<file path="src/rpn_pkg.sv">
// ----------------------------------------------------------------------------
// rpn_pkg
// Shared types and codes for the RPN stack evaluator: item kinds, status
// codes and the request/response bundles of the iterative arithmetic unit.
// ----------------------------------------------------------------------------
package rpn_pkg;

  localparam int XLEN      = 32;
  localparam int KIND_W    = 3;
  localparam int STATUS_W  = 2;
  localparam int ENTRIES_W = 11;
  localparam int CNT_W     = $clog2(XLEN);

  typedef logic [KIND_W-1:0]   kind_t;
  typedef logic [STATUS_W-1:0] status_t;
  typedef logic [XLEN-1:0]     word_t;
  typedef logic [1:0]          alu_op_t;

  // item kinds
  localparam kind_t KIND_PUSH = 3'd0;
  localparam kind_t KIND_ADD  = 3'd1;
  localparam kind_t KIND_SUB  = 3'd2;
  localparam kind_t KIND_MUL  = 3'd3;
  localparam kind_t KIND_DIV  = 3'd4;
  localparam kind_t KIND_POP  = 3'd5;

  // result status
  localparam status_t ST_OK      = 2'd0;
  localparam status_t ST_FULL    = 2'd1;
  localparam status_t ST_EMPTY   = 2'd2;
  localparam status_t ST_DIVZERO = 2'd3;

  // arithmetic unit operations
  localparam alu_op_t ALU_ADD = 2'd0;
  localparam alu_op_t ALU_SUB = 2'd1;
  localparam alu_op_t ALU_MUL = 2'd2;
  localparam alu_op_t ALU_DIV = 2'd3;

  typedef struct packed {
    logic    start;
    alu_op_t op;
  } alu_req_t;

  typedef struct packed {
    logic  done;
    word_t result;
  } alu_rsp_t;

endpackage

</file>
<file path="src/rpn_alu.sv">
// ----------------------------------------------------------------------------
// rpn_alu
// Iterative arithmetic unit around one 33-bit adder: add/sub in one pass,
// shift-add multiply over 32 steps, restoring signed divide over 32 steps.
// ----------------------------------------------------------------------------
module rpn_alu import rpn_pkg::*; (
  input  logic     clk,
  input  logic     rst_n,
  input  alu_req_t req,
  input  word_t    a,
  input  word_t    b,
  output alu_rsp_t rsp
);

  localparam logic [2:0] A_IDLE = 3'd0;
  localparam logic [2:0] A_ADD  = 3'd1;
  localparam logic [2:0] A_MUL  = 3'd2;
  localparam logic [2:0] A_ABSA = 3'd3;
  localparam logic [2:0] A_ABSB = 3'd4;
  localparam logic [2:0] A_DIV  = 3'd5;
  localparam logic [2:0] A_NEG  = 3'd6;
  localparam logic [2:0] A_DONE = 3'd7;

  logic [2:0]       st_r, st_nxt;
  word_t            x_r, x_nxt;   // accumulator / remainder / result
  word_t            y_r, y_nxt;   // multiplicand / divisor
  word_t            z_r, z_nxt;   // multiplier / dividend-quotient
  alu_op_t          op_r, op_nxt;
  logic             neg_r, neg_nxt;
  logic [CNT_W-1:0] cnt_r, cnt_nxt;

  // the shared adder
  logic [XLEN:0]   opx, opy;
  logic            sub;
  logic [XLEN+1:0] sum;

  assign sum = {1'b0, opx} + {1'b0, (sub ? ~opy : opy)} + {{(XLEN+1){1'b0}}, sub};

  always_comb begin
    st_nxt  = st_r;
    x_nxt   = x_r;
    y_nxt   = y_r;
    z_nxt   = z_r;
    op_nxt  = op_r;
    neg_nxt = neg_r;
    cnt_nxt = cnt_r;
    opx     = '0;
    opy     = '0;
    sub     = 1'b0;
    unique case (st_r)
      A_IDLE: begin
        if (req.start) begin
          op_nxt  = req.op;
          cnt_nxt = '0;
          unique case (req.op)
            ALU_MUL: begin
              x_nxt  = '0;
              y_nxt  = a;
              z_nxt  = b;
              st_nxt = A_MUL;
            end
            ALU_DIV: begin
              z_nxt   = a;
              y_nxt   = b;
              neg_nxt = a[XLEN-1] ^ b[XLEN-1];
              st_nxt  = A_ABSA;
            end
            default: begin
              x_nxt  = a;
              y_nxt  = b;
              st_nxt = A_ADD;
            end
          endcase
        end
      end
      A_ADD: begin
        opx    = {1'b0, x_r};
        opy    = {1'b0, y_r};
        sub    = (op_r == ALU_SUB);
        x_nxt  = sum[XLEN-1:0];
        st_nxt = A_DONE;
      end
      A_MUL: begin
        opx = {1'b0, x_r};
        opy = {1'b0, y_r};
        if (z_r[0]) begin
          x_nxt = sum[XLEN-1:0];
        end
        y_nxt   = {y_r[XLEN-2:0], 1'b0};
        z_nxt   = {1'b0, z_r[XLEN-1:1]};
        cnt_nxt = cnt_r + 1'b1;
        if (&cnt_r) begin
          st_nxt = A_DONE;
        end
      end
      A_ABSA: begin
        opy = {1'b0, z_r};
        sub = 1'b1;
        if (z_r[XLEN-1]) begin
          z_nxt = sum[XLEN-1:0];
        end
        st_nxt = A_ABSB;
      end
      A_ABSB: begin
        opy = {1'b0, y_r};
        sub = 1'b1;
        if (y_r[XLEN-1]) begin
          y_nxt = sum[XLEN-1:0];
        end
        x_nxt  = '0;
        st_nxt = A_DIV;
      end
      A_DIV: begin
        // remainder stays below the divisor, so its top bit is always clear
        opx = {x_r, z_r[XLEN-1]};
        opy = {1'b0, y_r};
        sub = 1'b1;
        if (sum[XLEN+1]) begin
          x_nxt = sum[XLEN-1:0];
          z_nxt = {z_r[XLEN-2:0], 1'b1};
        end else begin
          x_nxt = {x_r[XLEN-2:0], z_r[XLEN-1]};
          z_nxt = {z_r[XLEN-2:0], 1'b0};
        end
        cnt_nxt = cnt_r + 1'b1;
        if (&cnt_r) begin
          st_nxt = A_NEG;
        end
      end
      A_NEG: begin
        opy    = {1'b0, z_r};
        sub    = 1'b1;
        x_nxt  = neg_r ? sum[XLEN-1:0] : z_r;
        st_nxt = A_DONE;
      end
      A_DONE: begin
        st_nxt = A_IDLE;
      end
      default: begin
        st_nxt = A_IDLE;
      end
    endcase
  end

  always_ff @(posedge clk) begin
    if (!rst_n) begin
      st_r <= A_IDLE;
    end else begin
      st_r <= st_nxt;
    end
    x_r   <= x_nxt;
    y_r   <= y_nxt;
    z_r   <= z_nxt;
    op_r  <= op_nxt;
    neg_r <= neg_nxt;
    cnt_r <= cnt_nxt;
  end

  assign rsp.done   = (st_r == A_DONE);
  assign rsp.result = x_r;

endmodule

</file>
<file path="config.mk">
export PLATFORM = sky130hd
export DESIGN_NAME = rpn_alu
export DESIGN_NICKNAME = d
export VERILOG_FILES = /design/src/rpn_pkg.sv /design/src/rpn_alu.sv
export SDC_FILE = /design/constraint.sdc
export NUM_CORES = 1
export LEC_CHECK = 0
export ABC_AREA = 1
export BUFFER_PORTS_ARGS = -buffer_cell sky130_fd_sc_hd__buf_2
export CAP_MARGIN = 20
export CORE_ASPECT_RATIO = 1.5
export CORE_MARGIN = 1
export CORE_UTILIZATION = 40
export DETAILED_ROUTE_END_ITERATION = 16
export PLACE_DENSITY = 0.66
export SLEW_MARGIN = 10
export SYNTH_ARGS = -nofsm -noshare
export SYNTH_HDL_FRONTEND = slang
export SYNTH_SLANG_ARGS = --single-unit
</file>
<file path="constraint.sdc">
create_clock -name clk -period 7.2 [get_ports clk]
set_clock_uncertainty 0.2 [all_clocks]
set_input_delay 0.36 -clock clk [delete_from_list [all_inputs] [get_ports clk]]
set_output_delay 0.36 -clock clk [all_outputs]
set_load 0.03 [all_outputs]
</file>
Word-level counts from Yosys, hierarchy flattened
Index checks and enable logic that the tools add are counted.
{"block": "word_totals", "reg_bits": 107, "in_bits": 69, "out_inout_bits": 33, "wordCells": 79}
{"block": "op_classes", "addsub": 3, "eq_ne": 18, "mux": 26, "bitwise_logic": 2, "n_reduce_logical": 21}
{"op": "$mux W32", "n": 9}
{"op": "$pmux W32 S2", "n": 3}
{"op": "$pmux W32 S6", "n": 1}
{"op": "$pmux W32 S4", "n": 1}
{"op": "$pmux W32 S3", "n": 1}
{"op": "$pmux W33 S2", "n": 1}
{"op": "$add A33 B33 Y34", "n": 1}
{"op": "$add A34 B1 Y34", "n": 1}
{"op": "$mux W33", "n": 1}
{"op": "$not A33 Y33", "n": 1}
{"op": "$pmux W3 S7", "n": 1}
{"op": "$ne A2 B2 Y1 const B", "n": 7}
{"op": "$eq A3 B3 Y1 const B", "n": 4}
{"op": "$reduce_and A3 Y1", "n": 4}
{"op": "$pmux W5 S2", "n": 1}
{"op": "$mux W3", "n": 3}
{"op": "$reduce_and A4 Y1", "n": 2}
{"op": "$reduce_or A2 Y1", "n": 4}
{"op": "$reduce_or A4 Y1", "n": 2}
{"op": "$eq A3 B2 Y1 const B", "n": 2}
{"op": "$reduce_and A2 Y1", "n": 3}
{"op": "$reduce_bool A6 Y1", "n": 1}
{"op": "$add A5 B1 Y5 const B", "n": 1}
{"op": "$mux W5", "n": 1}
{"op": "other kinds (13)", "n": 14}

Logic depth before layout (Yosys ltp)
{"block": "logic_depth", "depth_word": 9, "depth_mapped": 24, "mapped_depth_nobuf": 23}

Worst setup path after synthesis
OpenSTA, ideal clock, no wires.
{"block": "synth_path", "path_kind": "flip-flop to flip-flop", "startpoint": "register st_r[1]", "endpoint": "register x_r[20] (data pin)", "setup_time_ns": 0.268, "arrival_ns": 3.456, "required_ns": 6.732, "path_slack_ns": 3.276, "path_stages_with_launch": 22, "path_buffers": 4, "period_less_slack_ns": 3.924, "path_cell_list": "dfxtp_1 > buf_6 > inv_4 > nand2_2 > nor2_4 > inv_1 > clkbuf_1 > clkbuf_1 > buf_1 > o22ai_1 > ha_1 > a21oi_1 > nand2_1 > a21oi_1 > o21ai_1 > a21oi_1 > o21ai_1 > or2_2 > nand2_1 > nand2_1 > o211ai_1 > nand4_1"}
{"block": "synth_via", "elab_chain_len": 9, "word_cells_on_any_way": 22, "classes_between": "add/sub: 2; eq/ne: 6; mux: 8; bitwise: 1; reduce/logical: 5"}
{"element": "start, declared", "line": "rpn_alu.sv:24", "text": "logic [2:0] st_r, st_nxt;"}
{"element": "start signal, assigned", "line": "rpn_alu.sv:149", "text": "st_r <= st_nxt;"}
{"element": "$eq A3 B3 Y1 (tied with other cells)", "line": "rpn_alu.sv:50", "text": "unique case (st_r)"}
{"element": "$reduce_or A4 Y1 (no line) or $reduce_or A2 Y1 (tied branches)"}
{"element": "$pmux W32 S2", "line": "rpn_alu.sv:50"}
{"element": "$not A33 Y33", "line": "rpn_alu.sv:37", "text": "assign sum = {1'b0, opx} + {1'b0, (sub ? ~opy : opy)} + {{(XLEN+1){1'b0}}, sub};"}
{"element": "$mux W33", "line": "rpn_alu.sv:37"}
{"element": "$add A33 B33 Y34", "line": "rpn_alu.sv:37"}
{"element": "$add A34 B1 Y34", "line": "rpn_alu.sv:37"}
{"element": "$mux W32 (on tied branches)", "line": "rpn_alu.sv:133, rpn_alu.sv:86, rpn_alu.sv:118"}
{"element": "$pmux W32 S6 (*)", "line": "rpn_alu.sv:50"}
{"element": "via x_nxt[20]", "line": "rpn_alu.sv:25", "text": "word_t x_r, x_nxt;"}
{"element": "end signal, assigned", "line": "rpn_alu.sv:151", "text": "x_r <= x_nxt;"}
{"element": "end, declared", "line": "rpn_alu.sv:25"}
Mark *: on every way through the listed nets, which the timed path passes. The rest lies on a longest branch. The select of a mux whose other input is x is not followed.
A chain may end at the register's enable or synchronous reset.

Final worst setup path
{"block": "layout_path", "startpoint": "register st_r[0]", "endpoint": "register x_r[24] (data pin)"}
Same word-level chain as after synthesis.

==> impl_metrics.yaml <==
cts:
  cts_hold_buf: 0
  h-tree-depth: 3
  tritoncts: "built"
  clkSlewWorstSetupHoldPaths_ns: 0.08
  postCtsResizedCells: 0
  cts.path.max_buffers: 2
  cts.root.buffer_cell: "sky130_fd_sc_hd__clkbuf_16"
  cts-buffers-inserted: 9
  worst_skew_pair.late_latency_ns: 0.38
  cts.repair_timing.setup_buffer_count: 0
  clock_sink_count: 107
timing:
  worst_pin_slew_ns: 1.17
  slew_headroom_pct: 22.1
  clock.fmax_ghz: 0.183
  finalMaxSlewViolations: 0
  grt_setup_unrepaired: "false"
  layout_worst_path_cycle_share_pct: 76.1
  hold_viol: 0
  final_period_minus_worst_setup_slack_ns: 5.48
  setup_viol: 0
  final.setup.tns_ns: 0
finish:
  post_route_cells_drive_above_1_share_pct: 11.9
  synth_to_final_area_change_pct: 10.8
  finalNetCount: 1549
  mostFrequentLayoutCells: "sky130_fd_sc_hd__nand2_1 (356), sky130_fd_sc_hd__inv_1 (188), sky130_fd_sc_hd__edfxtp_1 (104)"
  mostFrequentLayoutCell: "sky130_fd_sc_hd__nand2_1"
synthesis:
  ys_seq_area_share_pct: 32.4
  synth_area_leader_cell: "sky130_fd_sc_hd__edfxtp_1"
  ys_seq_elements: 107
  synthesis_warning_total: 0
  synth-main-ff-cell: "sky130_fd_sc_hd__edfxtp_1"
  synthesis.area_sq_mm: 0.00983
  syn-num-nets: 1489
  postSynth.asyncResetShare_pct: 0
  synthesis.area_per_instance_sq_um: 7.10
  synth.top_cell.area_share_pct: 31.8
  synth.lib_cells_used.distinct: 49
  synth_edf_count: 104
  synth_top_cells_by_area: "sky130_fd_sc_hd__edfxtp_1 (32%), sky130_fd_sc_hd__nand2_1 (14%), sky130_fd_sc_hd__inv_1 (7.2%), sky130_fd_sc_hd__o21ai_0 (4.9%), sky130_fd_sc_hd__xor2_1 (4.4%)"
  netlist_instances: 1385
setup_path:
  crit_arrival_ns: 5.48
  crit_fanout: 27
  cp-start-kind: "flop"
  data_required_time_at_the_worst_endpoint_ns: 7.20
  crit_path_end_kind: "flop"
  timing_worst_setup_path_type: "reg -> reg"
global_route:
  grt_antenna_before_repair: 1
  maximum_number_of_pins_on_one_net_before_global_route_repair: 67
  first_pass_grt_wire_length_um: 60400
  global_route.overflow_total: 0
  globalRouteTotalUtil_pct: 32.2
  via_count_of_the_first_global_routing_pass: 10700
outcome:
  status: "completed"
drt:
  routed_via_density: 5.99
  drt-initial-drc-count: 1154
  antenna_violating_nets_post_route: 0
  routed_wire_length_per_instance_um: 22.3
  detail_route.wirelength_um: 39400
  post-route-drc-count: 0
  drt_pre_antenna_iters: 7
  num_vias: 10600
place:
  routabilityCongestion: 1.00
  buffer_ports.inserted: 101
  dp.final_hpwl_um: 27600
flow_run:
  maxCapViolations: 0
floorplanning:
  design.portCount: 102
  std_cell_rows: 69
  effective_utilization_at_floorplan_pct: 41.1
  dieWidth_um: 130
  die-area_sq_mm: 0.0252
  floorplan_die_height_um: 194
  core_region_area_sq_mm: 0.0239
worst_hold_path:
  hp-class: "in -> reg"
area by class of cell:
type,count,area [sq um]
Clock buffer,11,233
Sequential cell,107,3180
Antenna cell,1,2.50
Inverter,199,754
Fill cell,2486,13000
Tap cell,319,399
Multi-Input combinational cell,1009,5620
Clock inverter,5,60.1
Timing Repair Buffer,119,641
worst max-delay path, stage by stage, from the launching register on:
cell	delay [ns]
sky130_fd_sc_hd__dfxtp_1	0.59
sky130_fd_sc_hd__nor2_4	0.10
sky130_fd_sc_hd__nand2_4	0.28
sky130_fd_sc_hd__nand2_4	0.15
sky130_fd_sc_hd__inv_1	0.73
sky130_fd_sc_hd__o21ai_0	0.23
sky130_fd_sc_hd__xor2_1	0.19
sky130_fd_sc_hd__ha_1	0.42
sky130_fd_sc_hd__nand2_1	0.10
sky130_fd_sc_hd__nor2_1	0.12
sky130_fd_sc_hd__inv_1	0.07
sky130_fd_sc_hd__nor2_1	0.13
sky130_fd_sc_hd__nand4_1	0.10
sky130_fd_sc_hd__nand2_1	0.13
sky130_fd_sc_hd__nand2_1	0.10
sky130_fd_sc_hd__o21ai_2	0.50
sky130_fd_sc_hd__nand2_1	0.44
sky130_fd_sc_hd__buf_4	0.37
sky130_fd_sc_hd__o21ai_1	0.11
sky130_fd_sc_hd__o21ai_1	0.08
sky130_fd_sc_hd__o2111ai_1	0.10
per-layer routing:
layer | track usage [%] | up-vias | routed length [um]
met5 | 0 | - | 0
met4 | 22.9 | 0 | 2850
met3 | 5.68 | 176 | 2940
met2 | 54.2 | 601 | 19100
met1 | 36.2 | 4921 | 14500
li1 | - | 4901 | -
per-stage QoR:
stage                     util [%]  hold WS, ns  setup slack (ns)  std cells  cell area (sq um)
after detailed placement      44.3        0.360              1.85       1753              10600
after floorplan                  -        0.259              3.28       1385               9830
after CTS                     45.5       0.0210              1.83       1769              10900
final                         45.6       0.0153              1.72       1770              10900
after global placement        44.3        0.354              2.02       1753              10600
after global routing          45.5       0.0321              1.39       1769              10900
sequential cells by signal (all words and copies together) (netlist names):
signal	flops
z_r	32
op_r	2
x_r	32
cnt_r	5
st_r	3
neg_r	1
y_r	32
worst paths after layout:
check	start	end	slack (ns)	cells past startpoint
worst max-delay path	st_r[0]$_SDFFE_PN0P_	x_r[24]$_DFFE_PP_	1.72	20
worst min-delay path	req[1]	op_r[1]$_DFFE_PP_	0.02	1
worst max register to register	st_r[0]$_SDFFE_PN0P_	x_r[24]$_DFFE_PP_	1.72	20
worst min register to register	y_r[8]$_DFFE_PP_	y_r[9]$_DFFE_PP_	0.40	2
cells in the mapped netlist (4+ instances only):
| cell type | count |
|---|---|
| sky130_fd_sc_hd__a21oi_1 | 58 |
| sky130_fd_sc_hd__o2111ai_1 | 45 |
| sky130_fd_sc_hd__ha_1 | 34 |
| sky130_fd_sc_hd__nor2_1 | 73 |
| sky130_fd_sc_hd__nand4_1 | 10 |
| sky130_fd_sc_hd__nand2_4 | 4 |
| sky130_fd_sc_hd__o21bai_1 | 6 |
| sky130_fd_sc_hd__nand3b_1 | 5 |
| sky130_fd_sc_hd__a21o_1 | 4 |
| sky130_fd_sc_hd__inv_2 | 5 |
| sky130_fd_sc_hd__o221ai_1 | 9 |
| sky130_fd_sc_hd__xnor2_1 | 6 |
| sky130_fd_sc_hd__xor2_1 | 49 |
| sky130_fd_sc_hd__o22ai_1 | 43 |
| sky130_fd_sc_hd__nand3_1 | 48 |
| sky130_fd_sc_hd__buf_1 | 6 |
| sky130_fd_sc_hd__inv_1 | 189 |
| sky130_fd_sc_hd__buf_6 | 4 |
| sky130_fd_sc_hd__o21ai_1 | 45 |
| sky130_fd_sc_hd__nand2_2 | 7 |
| sky130_fd_sc_hd__a22oi_1 | 8 |
| sky130_fd_sc_hd__o211ai_1 | 57 |
| sky130_fd_sc_hd__edfxtp_1 | 104 |
| sky130_fd_sc_hd__o21ai_0 | 97 |
| sky130_fd_sc_hd__nand2_1 | 357 |
| sky130_fd_sc_hd__a31oi_1 | 8 |
| sky130_fd_sc_hd__clkbuf_1 | 55 |
| sky130_fd_sc_hd__nor3_1 | 10 |
logic make-up after synthesis:
| kind of cell | synth area share, % |
|---|---|
| AND/OR/NAND/NOR | 22.2 |
| buffers and inverters | 10.8 |
| flip-flops | 32.4 |
| adder cells (fa/ha/maj) | 4.53 |
| AO/OA/AOI/OAI | 25.2 |
| XOR/XNOR | 4.90 |
Power is left out: the tool's default activity adds up to more than one toggle a clock period on the data nets, which glitch-free logic cannot reach.
